File: src/hw/rtl/assert_macros.svh
// Assertion macros for the RTL of this project.
// No dependencies; included by the modules that carry assertions.
`ifndef ASSERT_MACROS_SVH
`define ASSERT_MACROS_SVH

// Clocked check, disabled while reset is asserted.
`define ASSERT_CLK(label, clk, rst_n, prop, msg) \
    label: assert property (@(posedge clk) disable iff (!rst_n) (prop)) else $error(msg);

// Clocked check that also holds during reset.
`define ASSERT_CLK_ALWAYS(label, clk, prop, msg) \
    label: assert property (@(posedge clk) (prop)) else $error(msg);

`endif

File: src/hw/rtl/tlg_pkg.sv
// Package for the tremolo LFO gain block: payload types, config codes,
// microcode word type and the microcode ROM. No dependencies.
package tlg_pkg;

    localparam int SAMPLE_BITS    = 24;
    localparam int PHASE_BITS_DEF = 24;
    localparam int COEF_BITS_DEF  = 16;

    localparam int CFG_DATA_W = 24;
    localparam int CFG_IDX_W  = 2;

    localparam int PHASE_STEP_RST = 2663;
    localparam int DEPTH_RST      = 32768;
    localparam int WAVE_MIX_RST   = 0;

    typedef logic [CFG_IDX_W-1:0] t_cfg_idx;

    localparam t_cfg_idx CFG_PHASE_STEP = 2'd0;
    localparam t_cfg_idx CFG_DEPTH      = 2'd1;
    localparam t_cfg_idx CFG_WAVE_MIX   = 2'd2;

    typedef struct packed {
        logic signed [SAMPLE_BITS-1:0] sample_in;
        logic                          last_sample;
    } t_tlg_in;

    typedef struct packed {
        logic signed [SAMPLE_BITS-1:0] sample_out;
        logic                          last_out;
    } t_tlg_out;

    // Microcode
    typedef logic [1:0] t_upc;

    localparam t_upc UPC_ACCEPT = 2'd0;
    localparam t_upc UPC_LFO    = 2'd1;
    localparam t_upc UPC_GAIN   = 2'd2;
    localparam t_upc UPC_EMIT   = 2'd3;

    typedef enum logic [1:0] {
        MUL_NONE,
        MUL_TRI,
        MUL_LFO,
        MUL_SMP
    } t_mul_sel;

    typedef enum logic [1:0] {
        JMP_NEXT,
        JMP_WAIT_IN,
        JMP_WAIT_OUT
    } t_jmp;

    typedef struct packed {
        t_mul_sel mul_sel;
        t_jmp     jmp;
        logic     ld_in;
        logic     ld_out;
        t_upc     target;
    } t_mc_word;

    function automatic t_mc_word mc_rom(input t_upc upc);
        t_mc_word w;
        unique case (upc)
            UPC_ACCEPT: w = '{MUL_TRI,  JMP_WAIT_IN,  1'b1, 1'b0, UPC_LFO};
            UPC_LFO:    w = '{MUL_LFO,  JMP_NEXT,     1'b0, 1'b0, UPC_GAIN};
            UPC_GAIN:   w = '{MUL_SMP,  JMP_NEXT,     1'b0, 1'b0, UPC_EMIT};
            UPC_EMIT:   w = '{MUL_NONE, JMP_WAIT_OUT, 1'b0, 1'b1, UPC_ACCEPT};
            default:    w = '{MUL_NONE, JMP_NEXT,     1'b0, 1'b0, UPC_ACCEPT};
        endcase
        return w;
    endfunction

endpackage

File: src/hw/rtl/tremolo_lfo_gain_top.sv
// Tremolo LFO gain: microcoded sequencer around one shared multiplier.
// Depends on tlg_pkg and assert_macros.svh.
//
//  channel | direction | handshake                  | payload
//  --------+-----------+----------------------------+---------------------
//  in      | input     | i_in_valid / o_in_stall    | i_in  (t_tlg_in)
//  out     | output    | o_out_valid / i_out_stall  | o_out (t_tlg_out)
//  cfg     | input     | i_cfg_we                   | i_cfg_idx, i_cfg_data
//
// Each transaction runs four steps: accept (triangle multiply), LFO multiply,
// sample multiply, result load; the three multiply steps share one multiplier.
// While an earlier result is still held by i_out_stall, a finished one waits
// in the last step; the next input is taken once that step is left.
// Synchronous reset clears phase, step counter and valid, and loads the
// config defaults.
`include "assert_macros.svh"

module tremolo_lfo_gain_top #(
    parameter int PHASE_BITS = tlg_pkg::PHASE_BITS_DEF,
    parameter int COEF_BITS  = tlg_pkg::COEF_BITS_DEF
) (
    input  logic                                i_clk,
    input  logic                                i_rst_n,
    input  logic                                i_in_valid,
    output logic                                o_in_stall,
    input  tlg_pkg::t_tlg_in                    i_in,
    output logic                                o_out_valid,
    input  logic                                i_out_stall,
    output tlg_pkg::t_tlg_out                   o_out,
    input  logic                                i_cfg_we,
    input  tlg_pkg::t_cfg_idx                   i_cfg_idx,
    input  logic [tlg_pkg::CFG_DATA_W-1:0]      i_cfg_data
);
    import tlg_pkg::*;

    localparam int P   = PHASE_BITS;
    localparam int C   = COEF_BITS;
    localparam int AW  = (SAMPLE_BITS > C + 2) ? SAMPLE_BITS : C + 2;
    localparam int BW  = C + 2;
    localparam int PW  = AW + BW;
    localparam int TW  = P + C;

    localparam logic [C:0]   ONE       = {1'b1, {C{1'b0}}};
    localparam logic [C:0]   DEPTH_R   = (DEPTH_RST > (1 << C)) ? ONE : (C + 1)'(DEPTH_RST);
    localparam logic [C:0]   MIX_R     = (C + 1)'(WAVE_MIX_RST);
    localparam logic [P-1:0] STEP_R    = P'(PHASE_STEP_RST);

    // config
    logic [P-1:0] r_phase_step;
    logic [C:0]   r_depth;
    logic [C:0]   r_wave_mix;
    logic [31:0]  cfg_wide;

    assign cfg_wide = 32'(i_cfg_data);

    always_ff @(posedge i_clk) begin
        if (!i_rst_n) begin
            r_phase_step <= STEP_R;
            r_depth      <= DEPTH_R;
            r_wave_mix   <= MIX_R;
        end else if (i_cfg_we) begin
            unique case (i_cfg_idx)
                CFG_PHASE_STEP: r_phase_step <= cfg_wide[P-1:0];
                CFG_DEPTH:      r_depth      <= cfg_wide[C:0];
                CFG_WAVE_MIX:   r_wave_mix   <= cfg_wide[C:0];
                default: begin
                end
            endcase
        end
    end

    logic [C:0] depth_c;
    logic [C:0] mix_c;

    assign depth_c = (r_depth > ONE) ? ONE : r_depth;
    assign mix_c   = (r_wave_mix > ONE) ? ONE : r_wave_mix;

    // sequencer
    t_upc     r_upc, n_upc;
    t_mc_word mc;
    logic     in_acc;
    logic     out_free;
    logic     go;

    logic r_out_valid, n_out_valid;

    assign mc       = mc_rom(r_upc);
    assign in_acc   = i_in_valid && !o_in_stall;
    assign out_free = !r_out_valid || !i_out_stall;
    assign o_in_stall = (r_upc != UPC_ACCEPT);

    always_comb begin
        unique case (mc.jmp)
            JMP_NEXT:     go = 1'b1;
            JMP_WAIT_IN:  go = in_acc;
            JMP_WAIT_OUT: go = out_free;
            default:      go = 1'b0;
        endcase
        n_upc = go ? mc.target : r_upc;
        if (go && mc.ld_out) begin
            n_out_valid = 1'b1;
        end else if (!i_out_stall) begin
            n_out_valid = 1'b0;
        end else begin
            n_out_valid = r_out_valid;
        end
    end

    always_ff @(posedge i_clk) begin
        if (!i_rst_n) begin
            r_upc       <= UPC_ACCEPT;
            r_out_valid <= 1'b0;
        end else begin
            r_upc       <= n_upc;
            r_out_valid <= n_out_valid;
        end
    end

    // phase and triangle
    logic [P-1:0] r_phase;
    logic [P-1:0] fold;
    logic [TW-1:0] fold_sh;
    logic [C:0]   tri_val;

    assign fold    = r_phase[P-1] ? (P'(0) - r_phase) : r_phase;
    assign fold_sh = {fold, {C{1'b0}}} >> (P - 1);
    assign tri_val = fold_sh[C:0];

    always_ff @(posedge i_clk) begin
        if (!i_rst_n) begin
            r_phase <= '0;
        end else if (go && mc.ld_in) begin
            r_phase <= i_in.last_sample ? '0 : r_phase + r_phase_step;
        end
    end

    // datapath
    logic signed [SAMPLE_BITS-1:0] r_smp;
    logic                          r_last;
    logic                          r_sq;
    logic signed [PW-1:0]          r_prod;

    always_ff @(posedge i_clk) begin
        if (go && mc.ld_in) begin
            r_smp  <= i_in.sample_in;
            r_last <= i_in.last_sample;
            r_sq   <= !r_phase[P-1];
        end
    end

    logic [C:0]   sqw;
    logic [C+1:0] lfo_sum;
    logic [C+1:0] gain_sum;
    logic signed [AW-1:0] op_a;
    logic signed [BW-1:0] op_b;

    assign sqw      = r_sq ? mix_c : '0;
    assign lfo_sum  = {1'b0, r_prod[2*C:C]} + {1'b0, sqw};
    assign gain_sum = {1'b0, ONE - depth_c} + {1'b0, r_prod[2*C:C]};

    always_comb begin
        unique case (mc.mul_sel)
            MUL_TRI: begin
                op_a = AW'(tri_val);
                op_b = BW'(ONE - mix_c);
            end
            MUL_LFO: begin
                op_a = AW'(lfo_sum[C:0]);
                op_b = BW'(depth_c);
            end
            MUL_SMP: begin
                op_a = AW'(r_smp);
                op_b = BW'(gain_sum[C:0]);
            end
            default: begin
                op_a = '0;
                op_b = '0;
            end
        endcase
    end

    always_ff @(posedge i_clk) begin
        if (go && mc.mul_sel != MUL_NONE) begin
            r_prod <= op_a * op_b;
        end
    end

    // output register
    t_tlg_out r_out;

    always_ff @(posedge i_clk) begin
        if (go && mc.ld_out) begin
            r_out.sample_out <= r_prod[C +: SAMPLE_BITS];
            r_out.last_out   <= r_last;
        end
    end

    assign o_out       = r_out;
    assign o_out_valid = r_out_valid;

    // checks
    `ASSERT_CLK(a_acc_next_step, i_clk, i_rst_n,
        in_acc |=> (r_upc == UPC_LFO), "accepted transaction did not start the program")
    `ASSERT_CLK(a_last_clears_phase, i_clk, i_rst_n,
        (in_acc && i_in.last_sample) |=> (r_phase == '0), "phase not cleared after last sample")
    `ASSERT_CLK(a_valid_from_emit, i_clk, i_rst_n,
        $rose(o_out_valid) |-> ($past(r_upc) == UPC_EMIT), "result shown outside emit step")
    `ASSERT_CLK(a_emit_leaves, i_clk, i_rst_n,
        ((r_upc == UPC_EMIT) && !r_out_valid) |=> (o_out_valid && r_upc == UPC_ACCEPT),
        "emit step with free output did not load")

endmodule

File: config.mk
export PLATFORM = sky130hd
export DESIGN_NAME = tremolo_lfo_gain_top
export DESIGN_NICKNAME = d
export VERILOG_FILES = /design/src/hw/rtl/tlg_pkg.sv /design/src/hw/rtl/tremolo_lfo_gain_top.sv
export VERILOG_INCLUDE_DIRS = /design/src /design/src/hw/rtl
export SDC_FILE = /design/constraint.sdc
export NUM_CORES = 2
export LEC_CHECK = 0
export BUFFER_PORTS_ARGS = -buffer_cell sky130_fd_sc_hd__buf_2
export CAP_MARGIN = 20
export CORE_MARGIN = 4
export CORE_UTILIZATION = 35
export CTS_CLUSTER_DIAMETER = 40
export DETAILED_ROUTE_END_ITERATION = 16
export SETUP_SLACK_MARGIN = 0.5
export SYNTH_ARGS = -nofsm -noshare
export SYNTH_HDL_FRONTEND = slang
export SYNTH_SLANG_ARGS = --single-unit
File: constraint.sdc
create_clock -name i_clk -period 23.7 [get_ports i_clk]
set_clock_uncertainty 0.05 [all_clocks]
set_input_delay 1.185 -clock i_clk [delete_from_list [all_inputs] [get_ports i_clk]]
set_output_delay 1.185 -clock i_clk [all_outputs]
set_load 0.05 [all_outputs]
==> summary.md <==
| Metric | Value |
|---|---|
| H-tree Lvls | `4` |
| Cts bufs inserted | `17` |
| Async SR Flop Fraction | `0%` |
| Die width | `between 200 and 300 um` |
| Synth unique cells | `81` |
| Die height | `approximately 270 um` |
| Final Util | `about two fifths` |
| I/O Buffers | `slightly above 80` |
| Area of the mapped netlist | `~0.024 sq mm` |
| Final HPWL DP | `56900 um` |
| Ratio of cells with drive above 1 in the final layout | `between 6 and 7%` |
| Vias | `18500` |
| Slowest cell on the critical path | `or4_1` |
| Resized cells post-CTS | `0` |
| Min Clock Period, post-route | `11.43 ns` |
| Met2 Resource Use GR | `around a third` |
| CTS clk-pin slew, worst paths | `~0.070 ns` |
| Row count | `95` |
| Die Area | `approximately 0.073 sq mm` |
| Postcts setup bufs | `0` |
| Initial antenna violation count | `1` |
| Post-synthesis compound-gate area fraction | `between 10% and 20%` |
| Global Route Usage Sum | `19.6%` |
| Commonest non-fill, non-tap cell in the layout | `inv_1` |
| Gate Count Post-Synth | `2663` |
| Final WL | `70000 um` |
| Final Slew Violations | `0` |
| Final Setup Violations | `0` |
| Post-route DRC | `0` |
| Yosys reg bits | `between 150 and 200` |
| M1 GR Usage | `roughly 27%` |
| Max-slew headroom | `between 20% and 30%` |
| Sequential share of the synthesized area | `around 17%` |
| Ports | `83` |
| CP endpoint kind | `flop` |
| Combinational family with the most area after synthesis | `adder cells` |
| Gr busiest metal | `met2` |
| Final #Nets | `3368` |
| Core Region | `between 0.06 and 0.07 sq mm` |
| Grt ovf | `0` |
| Max incr delay on CP | `0.61 ns` |
| Critical path arrival | `roughly 12 ns` |
| Post-Synth Adder-Cell Area | `roughly 44%` |
| Iteration-0 DRC Markers | `about 1700` |
| Avg WL per Cell | `19.4 um` |
| CP startpoint kind | `flop` |
| Initial core utilization | `between 30 and 40%` |
| Root Driver | `clkbuf_16` |
| Worst Tran Pin Value | `1.06 ns` |
| Most used cell, CP | `fa_1` |
| CTS tree | `built` |
| Synth-to-Final Area Change | `8.69%` |
| Max Clk Rate | `around 0.088 GHz` |
| M3 GR Usage | `2.60%` |
| Sink Count | `160` |
| Inserted Diodes | `0` |
| Most frequent cells in the layout | `471 x inv_1, 448 x nand2_1, 413 x fa_1` |
| Crit Path Class | `flop to flop` |
| Pin count of the biggest net entering global routing | `86` |
| XOR/XNOR Fraction of Synth Area | `under 10%` |
| ANT nets after route | `0` |
| EDFF count, synth | `75` |
| Cts hold-fix bufs | `0` |
| Status | `completed` |
| Clock Tree Buf Depth | `2` |
| Later-pin clock latency in the skew report | `roughly 0.45 ns` |
| Vias in the first global route | `about 19000` |
| Mux share of post-synthesis cell area | `less than 1%` |
| DR pass1 iterations | `6` |
| Max Cap Viol | `0` |
| Crit share post-route | `48.2%` |
| Fill cell count | `just under 7000` |
| Final GP Congestion | `slightly above 0.9` |
| Setup TNS | `0 ns` |
| Vias/cell | `between 5 and 6` |
| Fin. Hold Viols | `0` |
| Simple-Gate Fraction of Synth Area | `roughly 17%` |
| Worst hold path class | `flop to flop` |
| First-pass GRT wire length | `between 100000 and 150000 um` |
| Synth Warn # | `0` |
| Post-synth top flop | `dfxtp_1` |
| CP max FO | `15` |
| RSZ-0062 raised after global routing | `false` |
| Critical Path RT | `~24 ns` |
| Syn avg cell area | `8.98 sq um` |
==> layer usage <==
metal / up-vias / share of wire [%] / wire length (um)
met1: 9263 / 44 / 31000
li1: 8546 / - / -
met2: 574 / 46 / 32500
met3: 103 / 6.3 / 4410
met5: - / 0.019 / 13
met4: 2 / 3.0 / 2110
==> cells in the mapped netlist (all sizes together) (10+ instances only) <==
library cell | instances | share of area, %
a21boi | 56 | 1.8
a21o | 20 | 0.63
nor3 | 37 | 0.77
nor2b | 41 | 1.1
and2 | 45 | 1.2
o21ai | 54 | 1.1
a21oi | 70 | 1.5
nor2 | 176 | 2.8
or2 | 12 | 0.31
nand3 | 22 | 0.48
or3 | 15 | 0.41
xnor2 | 61 | 2.2
nand2b | 35 | 0.92
a211oi | 11 | 0.35
edfxtp | 75 | 9.4
and3 | 17 | 0.44
dfxtp | 85 | 7.1
or4 | 13 | 0.46
buf | 10 | 0.23
a22oi | 24 | 0.75
ha | 175 | 9.2
o21a | 23 | 0.72
xor2 | 26 | 0.95
inv | 471 | 7.4
fa | 413 | 35
a31oi | 23 | 0.60
clkbuf | 87 | 1.4
nand2 | 448 | 7.0
==> worst max-delay path, delay by kind of cell (launching register included) <==
kind / cells / cell delay, ns
compound gates: 13 / 3.25
xor+xnor: 1 / 0.16
fa+ha+maj: 9 / 4.02
buf+inv: 6 / 0.46
flops: 1 / 0.37
mux: 1 / 0.16
simple gates: 11 / 2.72
==> metrics by stage <==
stage | setup slack, ns | area (sq um) | hold slack, ns | std cells
after global placement | 12.39 | 25400 | 0.353 | 3577
after detailed placement | 12.23 | 25400 | 0.357 | 3577
after global routing | 11.35 | 26000 | 0.385 | 3610
after floorplan | 13.70 | 24000 | 0.350 | 2684
final | 12.27 | 26000 | 0.372 | 3610
after CTS | 12.19 | 26000 | 0.373 | 3609
==> final timing paths <==
check,start,end,slack (ns),cells after the start
max,r_wave_mix[2],r_prod[38],12.27,41
min,r_prod[36],o_out[21],0.37,0
max reg2reg,r_wave_mix[2],r_prod[38],12.27,41
min reg2reg,r_prod[36],o_out[21],0.37,0
==> area by class of cell <==
cell class	instances	area, sq um	share of cell area [%]
multi-input combinational	1955	17900	68.9
sequential	160	3950	15.2
timing repair buffer	118	681	2.62
inverter	472	1770	6.82
clock inverter	12	128	0.491
clock buffer	20	448	1.72
tap	873	1090	4.20
==> cell families (layout without fill, tap and decap cells) <==
kind of cell | count (synthesis) | in the layout
and+or+nand+nor | 896 | 896
adders and majority gates | 588 | 588
buffers and inverters | 569 | 622
AOI/OAI and AO/OA | 354 | 354
DFF | 160 | 160
xor gates and xnor gates | 88 | 88
muxes | 6 | 6
other | 2 | 23
==> registers in the layout, indices dropped and copies added, names as in the netlist <==
register	count
o_out	25
r_phase	24
r_wave_mix	17
r_last	1
r_sq	1
r_depth	17
r_phase_step	24
r_smp	24
o_out_valid	1
r_prod	24
r_upc	2
Power is left out: the tool's default activity adds up to more than one toggle a clock period on the data nets, which glitch-free logic cannot reach.
